<file path="src/hw/rtl/ufs_pkg.sv">
// ----------------------------------------------------------------------------
// ufs_pkg
// Shared types and constants for the payload frame splitter.
// ----------------------------------------------------------------------------
package ufs_pkg;

  localparam int MAX_PAYLOAD_BYTES = 4096;

  localparam int PLEN_W  = 13;
  localparam int BYTE_W  = 8;
  localparam int COUNT_W = 24;

  localparam int FALLBACK_HEADER = 12;
  localparam int MIN_HEADER      = 2;

  localparam logic [COUNT_W-1:0] EXPECTED_RESET = 24'd1228800;
  localparam logic [COUNT_W-1:0] COUNT_MAX      = {COUNT_W{1'b1}};

  // APB register map: one register, word index taken from paddr[2]
  localparam int APB_ADDR_W = 3;
  localparam int APB_DATA_W = 32;
  localparam logic [0:0] REG_EXPECTED_IDX = 1'b0;

  typedef enum logic [0:0] {
    ACT_BYTE  = 1'b0,
    ACT_FLUSH = 1'b1
  } action_e;

  typedef enum logic [0:0] {
    KIND_DATA  = 1'b0,
    KIND_CLOSE = 1'b1
  } kind_e;

  typedef struct packed {
    kind_e               kind;
    logic [BYTE_W-1:0]   data;
    logic                ok;
    logic [COUNT_W-1:0]  length;
  } result_t;

endpackage

</file>
<file path="src/hw/rtl/ufs_apb_regs.sv">
// ----------------------------------------------------------------------------
// ufs_apb_regs
// APB register file holding the expected frame size.
// ----------------------------------------------------------------------------
module ufs_apb_regs (
  input  logic                               clk_i,
  input  logic                               rst_ni,
  input  logic                               psel,
  input  logic                               penable,
  input  logic                               pwrite,
  input  logic [ufs_pkg::APB_ADDR_W-1:0]     paddr,
  input  logic [ufs_pkg::APB_DATA_W-1:0]     pwdata,
  output logic [ufs_pkg::APB_DATA_W-1:0]     prdata,
  output logic                               pready,
  output logic [ufs_pkg::COUNT_W-1:0]        expected_o
);

  logic [ufs_pkg::COUNT_W-1:0] expected_q, expected_d;
  logic                        hit;

  assign hit    = (paddr[2:2] == ufs_pkg::REG_EXPECTED_IDX);
  assign pready = 1'b1;

  always_comb begin
    expected_d = expected_q;
    if (psel && penable && pwrite && hit) begin
      expected_d = pwdata[ufs_pkg::COUNT_W-1:0];
    end
  end

  always_ff @(posedge clk_i or negedge rst_ni) begin
    if (!rst_ni) begin
      expected_q <= ufs_pkg::EXPECTED_RESET;
    end else begin
      expected_q <= expected_d;
    end
  end

  always_comb begin
    prdata = '0;
    if (hit) begin
      prdata = ufs_pkg::APB_DATA_W'(expected_q);
    end
  end

  assign expected_o = expected_q;

endmodule

</file>
<file path="src/hw/rtl/ufs_core.sv">
// ----------------------------------------------------------------------------
// ufs_core
// Payload parser: header strip, toggle tracking and frame byte counting.
// ----------------------------------------------------------------------------
module ufs_core #(
  parameter int MaxPayloadBytes = ufs_pkg::MAX_PAYLOAD_BYTES
) (
  input  logic                           clk_i,
  input  logic                           rst_ni,
  input  logic                           accept_i,
  input  logic [0:0]                     action_i,
  input  logic [ufs_pkg::BYTE_W-1:0]     data_byte_i,
  input  logic [ufs_pkg::PLEN_W-1:0]     payload_length_i,
  input  logic [ufs_pkg::COUNT_W-1:0]    expected_i,
  output logic                           res_valid_o,
  output ufs_pkg::result_t               res_o
);

  localparam int LenW = $clog2(MaxPayloadBytes + 1);
  localparam int PosW = $clog2(MaxPayloadBytes);
  localparam int CmpW = (LenW > ufs_pkg::PLEN_W) ? LenW : ufs_pkg::PLEN_W;

  logic [PosW-1:0]             pos_q, pos_d;
  logic [LenW-1:0]             latched_q, latched_d;
  logic [LenW-1:0]             header_q, header_d;
  logic                        seen_q, seen_d;
  logic                        last_q, last_d;
  logic [ufs_pkg::COUNT_W-1:0] count_q, count_d;

  logic [CmpW-1:0] plen_ext, plen_nz, plen_clamp, byte_ext, hdr_sel;
  logic [LenW-1:0] pos_inc, lat_eff;
  logic            hdr_bad;
  logic            toggle;

  always_comb begin
    plen_ext   = CmpW'(payload_length_i);
    plen_nz    = (plen_ext == '0) ? CmpW'(1) : plen_ext;
    plen_clamp = (plen_nz > CmpW'(MaxPayloadBytes)) ? CmpW'(MaxPayloadBytes) : plen_nz;
    byte_ext   = CmpW'(data_byte_i);
    hdr_bad    = (byte_ext < CmpW'(ufs_pkg::MIN_HEADER)) || (byte_ext > plen_clamp);
    if (hdr_bad) begin
      hdr_sel = (plen_clamp >= CmpW'(ufs_pkg::FALLBACK_HEADER)) ?
                CmpW'(ufs_pkg::FALLBACK_HEADER) : plen_clamp;
    end else begin
      hdr_sel = byte_ext;
    end
  end

  assign toggle  = data_byte_i[0];
  assign pos_inc = LenW'(pos_q) + LenW'(1);

  always_comb begin
    pos_d       = pos_q;
    latched_d   = latched_q;
    header_d    = header_q;
    seen_d      = seen_q;
    last_d      = last_q;
    count_d     = count_q;
    lat_eff     = latched_q;
    res_valid_o = 1'b0;
    res_o.kind   = ufs_pkg::KIND_DATA;
    res_o.data   = '0;
    res_o.ok     = 1'b0;
    res_o.length = '0;

    // close result on flush or toggle change; data result for bytes past the header
    if (accept_i) begin
      if (action_i == ufs_pkg::ACT_FLUSH) begin
        if (count_q != '0) begin
          res_valid_o  = 1'b1;
          res_o.kind   = ufs_pkg::KIND_CLOSE;
          res_o.ok     = (count_q == expected_i);
          res_o.length = count_q;
          count_d      = '0;
        end
        pos_d  = '0;
        seen_d = 1'b0;
        last_d = 1'b0;
      end else begin
        if (pos_q == '0) begin
          latched_d = LenW'(plen_clamp);
          header_d  = LenW'(hdr_sel);
          lat_eff   = LenW'(plen_clamp);
        end else if (latched_q >= LenW'(2)) begin
          if (pos_q == PosW'(1)) begin
            if (seen_q && (toggle != last_q) && (count_q != '0)) begin
              res_valid_o  = 1'b1;
              res_o.kind   = ufs_pkg::KIND_CLOSE;
              res_o.ok     = (count_q == expected_i);
              res_o.length = count_q;
              count_d      = '0;
            end
            last_d = toggle;
            seen_d = 1'b1;
          end else if (LenW'(pos_q) >= header_q) begin
            res_valid_o = 1'b1;
            res_o.kind  = ufs_pkg::KIND_DATA;
            res_o.data  = data_byte_i;
            if (count_q != ufs_pkg::COUNT_MAX) begin
              count_d = count_q + ufs_pkg::COUNT_W'(1);
            end
          end
        end
        pos_d = (pos_inc >= lat_eff) ? '0 : PosW'(pos_inc);
      end
    end
  end

  always_ff @(posedge clk_i or negedge rst_ni) begin
    if (!rst_ni) begin
      pos_q     <= '0;
      latched_q <= '0;
      header_q  <= '0;
      seen_q    <= 1'b0;
      last_q    <= 1'b0;
      count_q   <= '0;
    end else begin
      pos_q     <= pos_d;
      latched_q <= latched_d;
      header_q  <= header_d;
      seen_q    <= seen_d;
      last_q    <= last_d;
      count_q   <= count_d;
    end
  end

endmodule

</file>
<file path="src/hw/rtl/ufs_out_buf.sv">
// ----------------------------------------------------------------------------
// ufs_out_buf
// Result register plus skid slot, which takes one result while output stalls.
// ----------------------------------------------------------------------------
module ufs_out_buf (
  input  logic             clk_i,
  input  logic             rst_ni,
  input  logic             push_i,
  input  ufs_pkg::result_t res_i,
  output logic             space_o,
  output logic             out_valid_o,
  input  logic             out_ready_i,
  output ufs_pkg::result_t out_o
);

  ufs_pkg::result_t out_q, out_d, skid_q, skid_d;
  logic             ov_q, ov_d, sv_q, sv_d;

  // a push only arrives while the skid slot is empty
  always_comb begin
    out_d  = out_q;
    ov_d   = ov_q;
    skid_d = skid_q;
    sv_d   = sv_q;
    if (ov_q && !out_ready_i) begin
      if (push_i) begin
        skid_d = res_i;
        sv_d   = 1'b1;
      end
    end else if (sv_q) begin
      out_d = skid_q;
      ov_d  = 1'b1;
      sv_d  = 1'b0;
    end else begin
      out_d = res_i;
      ov_d  = push_i;
    end
  end

  always_ff @(posedge clk_i or negedge rst_ni) begin
    if (!rst_ni) begin
      ov_q <= 1'b0;
      sv_q <= 1'b0;
    end else begin
      ov_q <= ov_d;
      sv_q <= sv_d;
    end
  end

  always_ff @(posedge clk_i) begin
    out_q  <= out_d;
    skid_q <= skid_d;
  end

  assign space_o     = !sv_q;
  assign out_valid_o = ov_q;
  assign out_o       = out_q;

endmodule

</file>
<file path="src/hw/rtl/uvc_payload_frame_splitter_top.sv">
// A result is registered in the output buffer once its beat is accepted.
// Throughput: one beat per cycle while the skid slot is empty; the parser
// state updates on each accepted beat. A two-entry output buffer (result
// register plus skid slot) keeps input ready until the skid slot fills.
// Reset (rst_ni, async low) clears parser state, output valid and sets the
// expected frame size to 1228800.
// ----------------------------------------------------------------------------
// uvc_payload_frame_splitter_top
// Video payload deframer: strips headers, splits frames on toggle changes.
// ----------------------------------------------------------------------------
module uvc_payload_frame_splitter_top #(
  parameter int MaxPayloadBytes = ufs_pkg::MAX_PAYLOAD_BYTES
) (
  input  logic                            clk_i,
  input  logic                            rst_ni,
  input  logic                            in_valid_i,
  output logic                            in_ready_o,
  input  logic                            action_i,
  input  logic [ufs_pkg::BYTE_W-1:0]      data_byte_i,
  input  logic [ufs_pkg::PLEN_W-1:0]      payload_length_i,
  output logic                            out_valid_o,
  input  logic                            out_ready_i,
  output logic                            result_kind_o,
  output logic [ufs_pkg::BYTE_W-1:0]      data_out_o,
  output logic                            frame_ok_o,
  output logic [ufs_pkg::COUNT_W-1:0]     frame_length_o,
  input  logic                            psel,
  input  logic                            penable,
  input  logic                            pwrite,
  input  logic [ufs_pkg::APB_ADDR_W-1:0]  paddr,
  input  logic [ufs_pkg::APB_DATA_W-1:0]  pwdata,
  output logic [ufs_pkg::APB_DATA_W-1:0]  prdata,
  output logic                            pready
);

  logic [ufs_pkg::COUNT_W-1:0] expected;
  logic                        accept;
  logic                        res_valid;
  logic                        space;
  ufs_pkg::result_t            res;
  ufs_pkg::result_t            out_res;

  assign accept     = in_valid_i && in_ready_o;
  assign in_ready_o = space;

  ufs_apb_regs u_regs (
    .clk_i      (clk_i),
    .rst_ni     (rst_ni),
    .psel       (psel),
    .penable    (penable),
    .pwrite     (pwrite),
    .paddr      (paddr),
    .pwdata     (pwdata),
    .prdata     (prdata),
    .pready     (pready),
    .expected_o (expected)
  );

  ufs_core #(
    .MaxPayloadBytes (MaxPayloadBytes)
  ) u_core (
    .clk_i            (clk_i),
    .rst_ni           (rst_ni),
    .accept_i         (accept),
    .action_i         (action_i),
    .data_byte_i      (data_byte_i),
    .payload_length_i (payload_length_i),
    .expected_i       (expected),
    .res_valid_o      (res_valid),
    .res_o            (res)
  );

  ufs_out_buf u_out (
    .clk_i       (clk_i),
    .rst_ni      (rst_ni),
    .push_i      (res_valid),
    .res_i       (res),
    .space_o     (space),
    .out_valid_o (out_valid_o),
    .out_ready_i (out_ready_i),
    .out_o       (out_res)
  );

  assign result_kind_o  = out_res.kind;
  assign data_out_o     = out_res.data;
  assign frame_ok_o     = out_res.ok;
  assign frame_length_o = out_res.length;

endmodule

</file>
<file path="config.mk">
export PLATFORM = sky130hd
export DESIGN_NAME = uvc_payload_frame_splitter_top
export DESIGN_NICKNAME = d
export VERILOG_FILES = /design/src/hw/rtl/ufs_pkg.sv /design/src/hw/rtl/ufs_apb_regs.sv /design/src/hw/rtl/ufs_core.sv /design/src/hw/rtl/ufs_out_buf.sv /design/src/hw/rtl/uvc_payload_frame_splitter_top.sv
export SDC_FILE = /design/constraint.sdc
export NUM_CORES = 1
export LEC_CHECK = 0
export BUFFER_PORTS_ARGS = -buffer_cell sky130_fd_sc_hd__buf_2
export CAP_MARGIN = 30
export CORE_ASPECT_RATIO = 1.1
export CORE_MARGIN = 4
export CORE_UTILIZATION = 40
export DETAILED_ROUTE_END_ITERATION = 6
export PLACE_DENSITY = 0.58
export SYNTH_ARGS = -nofsm -noshare
export SYNTH_HDL_FRONTEND = slang
export SYNTH_SLANG_ARGS = --single-unit
</file>
<file path="constraint.sdc">
create_clock -name clk_i -period 13.9 [get_ports clk_i]
set_clock_uncertainty 0.05 [all_clocks]
set_input_delay 3.475 -clock clk_i [delete_from_list [all_inputs] [get_ports clk_i]]
set_output_delay 3.475 -clock clk_i [all_outputs]
set_load 0.005 [all_outputs]
</file>
==> results by group <==
Synthesis
  – YS warnings: 0
  – FFs w/ async S/R, synth: 56.96%
  – Multiplexer area fraction after synthesis: 4.162%
  – Synth Instances: 781
  – Synth Area in XOR/XNOR: 3.746%
  – Syn Area/Cell: ~11 um^2
  – Yosys reg bits: 158
  – Compound-gate portion of the synthesized area: 12.95%
  – Synth Area in Simple Gates: 17.90%
  – Top cell type by total area after synthesis: dfrtp_1
  – Cell variety after synth: 61
  – Post-Synthesis Cell Area: between 8000 and 9000 um^2
  – Post-synthesis sequential area ratio: 51.07%
  – Synth area leaders: dfrtp_1 26%, edfxtp_1 24%, ha_1 5.6%
  – Largest family of logic cells by synthesized area: simple AND/OR/NAND/NOR gates
  – Post-synthesis adder-cell area fraction: 5.648%
  – Synth top area share: approximately 26%
  – Main synth FF type: dfrtp_1
  – Post-synth EDFFs: roughly 70

Worst setup path
  – CP Capture Type: primary output
  – R2r setup slk: 9440 ps
  – Crit path launch type: input port
  – CP max stage delay: 360 ps
  – Top delay family on crit path: buffers and inverters
  – Crit Path Class: in -> out
  – Critical R2R Launch: u_core.pos_q[0]
  – Critical path fanouts, max: 25
  – CP Buf/Inv Count: 2
  – R2R cell count: 13
  – Worst r2r dst: u_core.pos_q[5]
  – Most used cell along the critical path: buf_2
  – CP Data Required Time: around 10000 ps
  – Critical-path cell list: buf_2 -> nor2b_1 -> buf_2
  – Critical path arrival: a little over 4000 ps
  – Worst path slowest cell: buf_2

Cells and area
  – Most common cell after layout, fill and taps aside: buf_2
  – # diodes: 0
  – Core Util, Final: 47.37%
  – Most frequent cells in the layout: 112 x buf_2, 86 x dfrtp_1, 68 x edfxtp_1, 54 x nand2_1
  – Filler Cell Count: 1963
  – Share of cells above drive strength 1: roughly 22%
  – Fin nets: 976
  – P&R area growth vs syn: 16.17%

Power and ir drop
  – Max VDD drop: 91.56 uV
  – Pleak: 4.578 nW
  – Pwr per Cell Area: between 100 and 150 nW/um^2
  – Pwr Total: 1.350 mW

Clocking
  – CTS tree: yes
  – Hold-fix buffers, CTS: 0
  – CTS Buf Count: 17
  – Longest Clk Path Bufs: 2
  – Clk root buf: clkbuf_16
  – Post_cts resized: 0
  – Htree depth: 4
  – Clk_lat worst skew: 430 ps
  – Post-CTS Setup Bufs: 0
  – Reg clk slew, reported paths: 70 ps
  – CTS sink count: 158

Drt
  – Total Wirelength: around 19 mm
  – First-pass DRT Iterations: 5
  – Post-route ant nets: 0
  – Vias per cell: 5.315
  – DRT iter0 DRCs: approximately 370
  – WL/cell: 16.88 um
  – Vias: 6075
  – Drt drc: 0

Timing
  – Max-slew headroom at the worst pin: 36.84%
  – Final min period: 7613 ps
  – Final setup violation count: 0
  – Final hold viol count: 0
  – Fin Hold WS: 434.1 ps
  – TNS Setup: 0 ps
  – Peak Freq: 131.4 MHz
  – Least-Margin Pin Slew: 947.4 ps
  – RSZ-0062 raised after global routing: no
  – Max-slew violation count: 0
  – Final critical-path share of the clock period: 54.77%

Place
  – Hpwl dp: 14.01 mm
  – Port bufs: 113
  – Routability cong.: about 0.81

Floorplanning
  – Initial Util: 40.78%
  – CORE AREA: 20640 um^2
  – Core Rows: 55
  – Chip Height: 160.2 um
  – Chip width: 146.3 um
  – Boundary Pins: 133
  – Total Die Area: 23430 um^2

Hold path
  – HP Class: reg -> reg
  – Hold path depth: 2
  – Hold Startpoint: u_core.header_q[3]
  – Hold EP: u_core.header_q[3]

Global route
  – Grt total ovfl: 0
  – Vias in the first global route: 5894
  – First-pass GRT wire length: 31.42 mm
  – GR Util All Layers: 16.63%
  – Initial antenna violation count: 0
  – Largest net degree at the start of global routing: 49

Job
  – Max Cap Viol: 0

Run status
  – Status: completed
[cells in the mapped netlist, types with 10 or more instances]
library cell / instances
dfrtp_1: 86
edfxtp_1: 68
nand2_1: 54
a21oi_1: 38
ha_1: 38
nor2_1: 36
nand3_1: 31
inv_1: 30
and2_1: 29
clkbuf_1: 29
nor2b_1: 29
a21o_1: 27
mux2_2: 24
xor2_1: 23
nor4_1: 18
o21ai_1: 18
o21ai_0: 15
o31ai_1: 14
or4_1: 14
nand4_1: 13
xnor2_1: 13
and3_1: 12
nand2b_1: 12
buf_2: 10
[registers in the layout, summed over array words and instances (netlist names)]
name and cells:
u_core.seen_q 1, u_core.count_q 24, u_core.pos_q 12, u_out.skid_q 34, u_core.header_q 13, u_out.out_o 34, u_out.sv_q 1, u_core.last_q 1
u_out.out_valid_o 1, u_core.latched_q 13, u_regs.expected_o 24
[area by class of cell]
type | count | area [um^2] | share of cell area, %
Clock buffer | 17 | 425.4 | 4.350
Clock inverter | 15 | 197.7 | 2.021
Multi-Input combinational cell | 547 | 3784 | 38.69
Sequential cell | 158 | 4299 | 43.96
Tap cell | 256 | 320.3 | 3.275
Timing Repair Buffer | 120 | 640.6 | 6.551
Inverter | 30 | 112.6 | 1.151
[metrics by stage]
step | area [um^2] | worst slack (ps) | instances
final | 9779 | 6287 | 1143
after global routing | 9779 | 6212 | 1143
after CTS | 9779 | 6272 | 1143
after detailed placement | 9156 | 6272 | 1111
after global placement | 9129 | 6275 | 1110
after floorplan | 8444 | 6562 | 788
[per-layer routing]
layer / track usage (%) / vias to the layer above / wire length [um]
met2: 26.43 / 92 / 9233
met4: 4.790 / 0 / 201
met1: 23.35 / 2953 / 9284
li1: - / 3018 / -
met5: 0 / - / 0
met3: 3.093 / 12 / 570
[how the worst max path moves through the flow]
stage | start | end | slack [ps] | cells after the start
after floorplan | paddr[2] | prdata[10] | 6560 | 2
after global placement | paddr[2] | prdata[14] | 6280 | 3
after detailed placement | paddr[2] | prdata[14] | 6270 | 3
after CTS | paddr[2] | prdata[14] | 6270 | 3
after global routing | paddr[2] | prdata[14] | 6210 | 3
final | paddr[2] | prdata[14] | 6290 | 3
[kinds of logic (layout without fill, tap and decap cells)]
kind of cell | count (synthesis) | in the layout
buffers and inverters | 83 | 182
AO/OA/AOI/OAI | 158 | 158
flip-flops | 158 | 158
AND/OR/NAND/NOR | 274 | 274
other | 2 | 9
multiplexers | 32 | 32
XOR/XNOR | 36 | 36
adder cells (fa/ha/maj) | 38 | 38
[power by group]
| part | leakage (nW) | internal (mW) | switching (mW) |
|---|---|---|---|
| Clock | 0.297 | 0.246 | 0.232 |
| Sequential | 1.96 | 0.555 | 0.0470 |
| Combinational | 2.32 | 0.119 | 0.150 |
| Total | 4.58 | 0.921 | 0.429 |
[tightest hold or removal path, cell delays in order, from the launching register on]
cell and delay (ps):
dfrtp_1 350, nand2_1 50, o31ai_1 50
Note: power is estimated with default switching activity, not from simulation.
